$ cat src/hdl/phdg_pkg.sv
// ---------------------------------------------------------------------------
// phdg_pkg
// Shared types and constants for the path hash deny gate.
// ---------------------------------------------------------------------------
package phdg_pkg;

    localparam logic [1:0] KIND_LOAD  = 2'd0;
    localparam logic [1:0] KIND_PATH  = 2'd1;
    localparam logic [1:0] KIND_EXIT  = 2'd2;
    localparam logic [1:0] KIND_CHECK = 2'd3;

    localparam logic [63:0] FNV_BASIS    = 64'hCBF29CE484222325;
    localparam logic [12:0] DENY_VERDICT = 13'h1FF3;

    typedef struct packed {
        logic cap;
        logic deny_wr;
        logic hash_xor;
        logic hash_mul;
        logic scan_clr;
        logic ptr_inc;
        logic dcmp;
        logic pcmp;
        logic pend_wr;
        logic clr_wr;
        logic out_load;
    } t_cmd;

    typedef struct packed {
        logic [1:0] kind;
        logic       byte_zero;
        logic       prior_zero;
        logic       slot_ok;
        logic       count_full;
        logic       last_deny;
        logic       last_pend;
        logic       last_clr;
        logic       hit;
        logic       found;
        logic       free;
        logic       out_busy;
    } t_sts;

    // multiply by the FNV prime 2^40 + 0x1B3, modulo 2^64
    function automatic logic [63:0] fnv_mul(input logic [63:0] v);
        fnv_mul = (v << 40) + (v << 8) + (v << 7) + (v << 5) + (v << 4) + (v << 1) + v;
    endfunction

endpackage

$ cat src/hdl/phdg_ctrl.sv
// ---------------------------------------------------------------------------
// phdg_ctrl
// Sequencer: clear pass, dispatch by kind, table scans, result hand-off.
// ---------------------------------------------------------------------------
module phdg_ctrl (
    input  logic            i_clk,
    input  logic            i_rst_n,
    input  logic            i_in_valid,
    output logic            o_in_ready,
    input  phdg_pkg::t_sts  i_sts,
    output phdg_pkg::t_cmd  o_cmd
);
    import phdg_pkg::*;

    localparam logic [3:0] S_CLR  = 4'd0;
    localparam logic [3:0] S_IDLE = 4'd1;
    localparam logic [3:0] S_DISP = 4'd2;
    localparam logic [3:0] S_HMUL = 4'd3;
    localparam logic [3:0] S_DRD  = 4'd4;
    localparam logic [3:0] S_DCMP = 4'd5;
    localparam logic [3:0] S_DEND = 4'd6;
    localparam logic [3:0] S_PRD  = 4'd7;
    localparam logic [3:0] S_PCMP = 4'd8;
    localparam logic [3:0] S_PEND = 4'd9;
    localparam logic [3:0] S_OUT  = 4'd10;

    logic [3:0] r_state;
    logic [3:0] n_state;

    always_ff @(posedge i_clk) begin
        if (!i_rst_n) begin
            r_state <= S_CLR;
        end else begin
            r_state <= n_state;
        end
    end

    assign o_in_ready = (r_state == S_IDLE);

    always_comb begin
        n_state = r_state;
        o_cmd   = '0;
        case (r_state)
            S_CLR: begin
                o_cmd.clr_wr = 1'b1;
                if (i_sts.last_clr) begin
                    o_cmd.scan_clr = 1'b1;
                    n_state = S_IDLE;
                end else begin
                    o_cmd.ptr_inc = 1'b1;
                end
            end
            S_IDLE: begin
                if (i_in_valid) begin
                    o_cmd.cap = 1'b1;
                    n_state = S_DISP;
                end
            end
            S_DISP: begin
                o_cmd.scan_clr = 1'b1;
                case (i_sts.kind)
                    KIND_LOAD: begin
                        o_cmd.deny_wr = i_sts.slot_ok;
                        n_state = S_IDLE;
                    end
                    KIND_PATH: begin
                        if (!i_sts.byte_zero) begin
                            if (i_sts.count_full) begin
                                n_state = S_IDLE;
                            end else begin
                                o_cmd.hash_xor = 1'b1;
                                n_state = S_HMUL;
                            end
                        end else begin
                            n_state = S_DRD;
                        end
                    end
                    KIND_EXIT: n_state = S_PRD;
                    default: begin
                        n_state = i_sts.prior_zero ? S_PRD : S_OUT;
                    end
                endcase
            end
            S_HMUL: begin
                o_cmd.hash_mul = 1'b1;
                n_state = S_IDLE;
            end
            S_DRD: n_state = S_DCMP;
            S_DCMP: begin
                o_cmd.dcmp = 1'b1;
                if (i_sts.last_deny) begin
                    n_state = S_DEND;
                end else begin
                    o_cmd.ptr_inc = 1'b1;
                    n_state = S_DRD;
                end
            end
            S_DEND: begin
                if (i_sts.hit) begin
                    o_cmd.scan_clr = 1'b1;
                    n_state = S_PRD;
                end else begin
                    n_state = S_OUT;
                end
            end
            S_PRD: n_state = S_PCMP;
            S_PCMP: begin
                o_cmd.pcmp = 1'b1;
                if (i_sts.last_pend) begin
                    n_state = S_PEND;
                end else begin
                    o_cmd.ptr_inc = 1'b1;
                    n_state = S_PRD;
                end
            end
            S_PEND: begin
                if (i_sts.kind == KIND_PATH) begin
                    o_cmd.pend_wr = !i_sts.found && i_sts.free;
                end else begin
                    o_cmd.pend_wr = i_sts.found;
                end
                n_state = (i_sts.kind == KIND_EXIT) ? S_IDLE : S_OUT;
            end
            S_OUT: begin
                if (!i_sts.out_busy) begin
                    o_cmd.out_load = 1'b1;
                    n_state = S_IDLE;
                end
            end
            default: n_state = S_IDLE;
        endcase
    end
endmodule

$ cat config.mk
export PLATFORM = sky130hd
export DESIGN_NAME = phdg_ctrl
export DESIGN_NICKNAME = d
export VERILOG_FILES = /design/src/hdl/phdg_pkg.sv /design/src/hdl/phdg_ctrl.sv
export SDC_FILE = /design/constraint.sdc
export NUM_CORES = 1
export LEC_CHECK = 0
export BUFFER_PORTS_ARGS = -buffer_cell sky130_fd_sc_hd__buf_2
export CORE_AREA = 2 2 39 41
export CTS_BUF_LIST = sky130_fd_sc_hd__clkbuf_8 sky130_fd_sc_hd__clkbuf_16
export CTS_CLUSTER_DIAMETER = 60
export DETAILED_ROUTE_END_ITERATION = 8
export DIE_AREA = 0 0 41 43
export PLACE_DENSITY = 0.83
export SYNTH_ARGS = -nofsm -noshare
export SYNTH_HDL_FRONTEND = slang
export SYNTH_SLANG_ARGS = --single-unit
$ cat constraint.sdc
create_clock -name i_clk -period 2.7 [get_ports i_clk]
set_clock_uncertainty 0.05 [all_clocks]
set_input_delay 0.27 -clock i_clk [delete_from_list [all_inputs] [get_ports i_clk]]
set_output_delay 0.27 -clock i_clk [all_outputs]
set_load 0.005 [all_outputs]
Word level (Yosys, flattened, before mapping) --
Index checks and enable logic that the tools add are counted. Widths: inputs -> output; s select.
Operators by class: equality and inequality tests 15, mux-type cells 34, reduce and logical (&&, ||, !) cells 5
Operators by type and width (number):
- $pmux 4 s10 | 1
- $mux 4 | 7
- $mux 1 | 19
- $eq 4x3->1 const B | 4
- $eq 4x4->1 const B | 3
- $pmux 4 s3 | 1
- $eq 4x2->1 const B | 2
- $mux 2 | 3
- $ne 2x2->1 const B | 3
- $pmux 1 s3 | 2
- $eq 4x1->1 const B | 1
- $logic_not 4->1 | 1
- $mux 3 | 1
- $reduce_and 3->1 | 1
- $eq 2x1->1 const B | 1
- $eq 2x2->1 const B | 1
- $logic_not 2->1 | 1
- $logic_and 1x1->1 | 1
- $logic_not 1->1 | 1
Word-level totals: register bits after elaboration 4, input port bits 16, logic and storage cells 55

Depth between registers and ports, before layout --
Gate-level depths: netlist (run 1).
depth in word-level cells 4, depth in mapped cells 5, mapped depth without buffers 4

Least setup slack after synthesis (run 1) --
OpenSTA, ideal clock, no wires.
kind in2out, from input i_sts[12] (netlist name), to output o_cmd[2] (netlist name), arrival 1165 ps, path slack 1215 ps, stages on the path 3, cells stage by stage buf_2 > or4b_1 > a211oi_1
RTL lines:
- from (decl) | line phdg_ctrl.sv:10 | input phdg_pkg::t_sts i_sts,
- to (decl) | line phdg_ctrl.sv:11 | output phdg_pkg::t_cmd o_cmd

==> run metrics, run 1 <==
outcome=completed; ys flop type=dfxtp_1; CTS Buffer Depth=2; Placer Congestion=0.967; crit path kind=reg -> out; FILL cells=134; max FFs per register=4; FMAX=479 MHz; Cell Int Power=0.190 mW; FFs w/ async S/R, synth=0%; initial antenna violation count=0; multi-input logic area=417 um^2; Initial Utilization=39.9%; Reg area=80.1 um^2; vias per cell=5.85; DRC errors left=0; ANT cells=0; dpl cell area=671 um^2; routed via count=719; Yosys cell types=35; Iter 0 DRT Violations=17; Clock Latency Late Sink=0.21 ns; Hold WS=0.267 ns; most frequent cells in the layout=buf_2 (27), nor2_1 (8), nor3_1 (6); Yosys warning count=0; die height=43 um; Worst-path clk slew=0.03 ns; fin crit period=2.09 ns; Post-synth EDFFs=0; first-pass GRT wire length=2.43 mm; max cap viols=0; crit path DAT=1.77 ns; CTS tree=built; register share of total power=27.9%; Lkg Pwr=0.318 nW; max-slew violations=0; RSZ-0062 raised after global routing=no; Critical Path RT=2.38 ns; die area=1760 um^2; Slew HR=61.4%; Net Sw Power=0.0715 mW; gr ovfl total=0; Max VDD drop=0.310 mV; core box area=1380 um^2; wire per inst=12.6 um; largest net degree at the start of global routing=21; ranking of synthesized cells by area=dfxtp_1 (15%), nand2b_1 (5.7%), nor2b_1 (5.7%), nor3_1 (5.4%), nor2_1 (5.4%); Yosys top cell by area=dfxtp_1; clock sink total=4; Sw Ratio=27.3%; Post-Synthesis Cells=83; Post-CTS Setup Bufs=0; commonest non-fill, non-tap cell in the layout=buf_2; post-synth top area share=14.5%; Root Buffer=clkbuf_8; CP startpoint kind=register; biggest registers after layout=r_state (4); Tightest Hold Check Type=in -> reg; period utilization=77.4%; Cell Pwr Density=368 nW/um^2; Post-CTS Hold Buffers=0; Worst-Margin Slew=0.578 ns; Die Span X=41 um; R2R setup slack=1.08 ns; TritonCTS buffer count=3; CP endpoint kind=output pin; Routed Wire Length=1.55 mm; Setup TNS=0 ns; H-Tree Depth=1; clock share of power=46.6%; Post-CTS Resized=0; via count of the first global-routing pass=557; drt first pass iters=4; final core occ=51.4%; # rows=14; Comb pwr share=25.4%; fin nets=125; Most flops, register=r_state; PortBufs=27; post-route cell area=712 um^2; Area growth syn-to-layout=29.0%; I/O pin count=28; final setup fails=0; synthesized area per cell=6.65 um^2; share of cells above drive strength 1=29.9%; sequential-to-total area share from yosys stat=14.5%; flops & latches, synth=4; DP Wirelength=1.19 mm; overall routing resource usage=19.6%; final hold vios=0; Routed Antenna Nets=0; syn_nets=99; Post-Syn Area=552 um^2; CP max FO=20
## final timing paths
kind / start / to / cells after the start
setup reg to reg: r_state[3] / r_state[2] / 4
hold / removal: i_rst_n / r_state[3] / 2
hold reg to reg: r_state[0] / r_state[2] / 2
setup / recovery: r_state[1] / o_cmd[9] / 4
## cell type report
type | instances | area share [%]
multi-input cells | 68 | 58.5
clock buffers | 3 | 5.80
inverters | 5 | 2.64
flip-flops and latches | 4 | 11.2
well taps | 16 | 2.81
repair buffers | 27 | 19.0
## routing by layer
| metal | wire length, um | vias to the layer above | share of wire, % | global-route usage (%) |
|---|---|---|---|---|
| met5 | 0 | - | 0 | 0 |
| met4 | 16 | 0 | 1.0 | 5.33 |
| met3 | 114 | 4 | 7.4 | 4.71 |
| met2 | 709 | 34 | 46 | 28.1 |
| met1 | 711 | 320 | 46 | 28.2 |
| li1 | - | 361 | - | - |
## stage by stage
stage | setup WS [ns] | power, mW | cells
final | 0.611 | 0.262 | 123
after global routing | 0.434 | 0.282 | 123
after CTS | 0.614 | 0.265 | 123
after detailed placement | 0.846 | 0.139 | 120
after global placement | 0.948 | 0.138 | 120
after floorplan | 1.22 | 0.111 | 83
## cell families after synthesis
| group | share of synthesized area, % |
|---|---|
| AO/OA/AOI/OAI | 33.6 |
| AND/OR/NAND/NOR | 42.0 |
| flip-flops | 14.5 |
| buffers and inverters | 9.98 |
## Yosys cell counts (2+ instances only)
| cell | count |
|---|---|
| a21oi_1 | 5 |
| or3_1 | 4 |
| nor2_1 | 8 |
| nand2b_1 | 5 |
| nand3_1 | 2 |
| nor2b_1 | 5 |
| buf_2 | 5 |
| nor3_1 | 6 |
| a31oi_1 | 2 |
| inv_1 | 3 |
| and3_1 | 2 |
| dfxtp_1 | 4 |
| a211oi_1 | 2 |
| nand2_1 | 3 |
| a21o_1 | 2 |
| inv_2 | 2 |
| o21ai_0 | 5 |
## power by group through the flow
| stage | clock network [mW] | logic (mW) | registers (mW) |
|---|---|---|---|
| CTS | 0.126 | 0.0663 | 0.0728 |
| detailed placement | 0 | 0.0658 | 0.0736 |
| global placement | 0 | 0.0651 | 0.0732 |
| floorplan | 0 | 0.0458 | 0.0652 |
| global route | 0.131 | 0.0760 | 0.0741 |
| finish | 0.122 | 0.0666 | 0.0732 |
## worst max-delay path, cell delays in order (launching register included)
cell     delay, ns
dfxtp_1       0.67
nor2b_1       0.32
nand2_1       0.13
nor4b_1       0.28
buf_2         0.16
(Power assumes the default switching activity.)
==> run 2: changes to the inputs <==
- clock period: 2.7 -> 2.07 ns (I/O delays scaled with it)
==> run 2 against run 1 <==
Via count decreased by 1.3%. Combinational power up 35%. Sequential power is 27% higher. Wire length decreased by 1.9%. First-iteration DRC count rose by 71%. Global-route usage up 0.42 points. Largest cell class unchanged. Largest power group unchanged.
==> run metrics, run 2 (synthesized netlist as in run 1, its figures left out) <==
Worst-path clk slew=0.03 ns (about the same); fin nets=126 (+0.80%); Worst path max stage delay=0.57 ns (-0.10 ns); routed via count=710 (-1.3%); commonest non-fill, non-tap cell in the layout=buf_2; vias per cell=5.73 (-2.0%); Die Span X=41 um (unchanged); TritonCTS buffer count=3 (unchanged); Area growth syn-to-layout=30.4%; Routed Wire Length=1.52 mm (-1.9%); # rows=14 (unchanged); wire per inst=12.3 um (-2.7%); gr ovfl total=0 (unchanged); RSZ-0062 raised after global routing=no; Setup TNS=0 ns (unchanged); die area=1760 um^2 (unchanged); Hold WS=0.203 ns (-0.0641 ns); share of cells above drive strength 1=30.6% (+0.65 points); final hold vios=0 (unchanged); Cell Pwr Density=472 nW/um^2 (+28%); period utilization=90.5%; H-Tree Depth=1 (unchanged); Post-CTS Setup Bufs=0 (unchanged); die height=43 um (unchanged); I/O pin count=28 (unchanged); Post-CTS Hold Buffers=0 (unchanged); overall routing resource usage=20.0% (+0.42 points); Slew HR=69.3% (+7.9 points); Routed Antenna Nets=0 (unchanged); CP startpoint kind=register; Critical Path RT=1.81 ns (-0.57 ns); Worst Setup Slack, final=0.197 ns (-0.414 ns); CP max FO=14 (-30%); max-slew violations=0 (unchanged); CTS Buffer Depth=2 (unchanged); Lkg Pwr=0.323 nW (+1.7%); PortBufs=27 (unchanged); CTS tree=built; first-pass GRT wire length=2.50 mm (+3.1%); CP cell instances=nand2b_1, or3_1, a21oi_1, buf_2; fin crit period=1.87 ns; FMAX=534 MHz; biggest registers after layout=r_state (4); Root Buffer=clkbuf_8; FILL cells=145 (+8.2%); crit path DAT=1.62 ns (-0.15 ns); Placer Congestion=0.889 (-8.1%); ANT cells=0 (unchanged); via count of the first global-routing pass=597 (+7.2%); crit path kind=reg -> out; final core occ=52.0% (+0.54 points); Max VDD drop=0.374 mV (+21%); core box area=1380 um^2 (unchanged); most frequent cells in the layout=buf_2 (27), nor2_1 (8), nor3_1 (6); max FFs per register=4 (unchanged); Worst-Margin Slew=0.459 ns (-0.119 ns); WP buf/inv=1 (unchanged); Iter 0 DRT Violations=29 (+12); Most flops, register=r_state; initial antenna violation count=0 (unchanged); max cap viols=0 (unchanged); drt first pass iters=4 (unchanged); DRC errors left=0 (unchanged); largest net degree at the start of global routing=20 (-4.8%); DP Wirelength=1.17 mm (-2.1%); clock sink total=4 (unchanged); Post-CTS Resized=0 (unchanged); CP endpoint kind=output pin; Slowest-stage cell, CP=dfxtp_1; Tightest Hold Check Type=in -> reg; post-placement worst setup slack=0.428 ns (-0.419 ns); Initial Utilization=39.9% (unchanged); CP delay by family, top=simple AND/OR/NAND/NOR gates; outcome=completed; final setup fails=0 (unchanged); Clock Latency Late Sink=0.21 ns (about the same)
run 2: cell types whose count changed in the layout (fill, tap and decap cells not counted), sizes merged:
cell  previous run  this run
buf             27        28
run 2: power breakdown:
part / internal [mW] / switching [mW] / leakage [nW] / total (mW)
clock network: 0.123 / 0.0336 / 0.0216 / 0.157
logic: 0.0443 / 0.0455 / 0.269 / 0.0898
registers: 0.0815 / 0.0114 / 0.0326 / 0.0928
total: 0.249 / 0.0904 / 0.323 / 0.340
run 2: cell type report:
| cell class | count | area [um^2] | share of cell area (%) |
|---|---|---|---|
| clock buffers | 3 | 41.3 | 5.74 |
| repair buffers | 28 | 143 | 19.8 |
| well taps | 16 | 20.0 | 2.78 |
| multi-input cells | 68 | 417 | 57.9 |
| flip-flops and latches | 4 | 80.1 | 11.1 |
| inverters | 5 | 18.8 | 2.61 |
run 2: path summary, 6_finish.rpt:
| path | start | end | slack (ns) | cells after the start |
|---|---|---|---|---|
| min | i_rst_n | r_state[3] | 0.20 | 2 |
| max reg2reg | r_state[0] | r_state[1] | 0.47 | 4 |
| max | r_state[2] | o_cmd[5] | 0.20 | 4 |
| min reg2reg | r_state[1] | r_state[2] | 0.71 | 3 |
run 2: layer usage:
metal	GRT usage [%]	routed length, um	up-vias
met5	0	0	-
met4	5.33	15	0
met3	5.24	144	2
met2	27.8	671	42
met1	29.6	690	308
li1	-	-	358
run 2: stage by stage:
step                area (um^2)  instances  total power [mW]
finish                      719        124             0.340
CTS                         719        124             0.346
floorplan                   552         83             0.145
global route                719        124             0.365
detailed placement          678        121             0.182
global placement            678        121             0.181
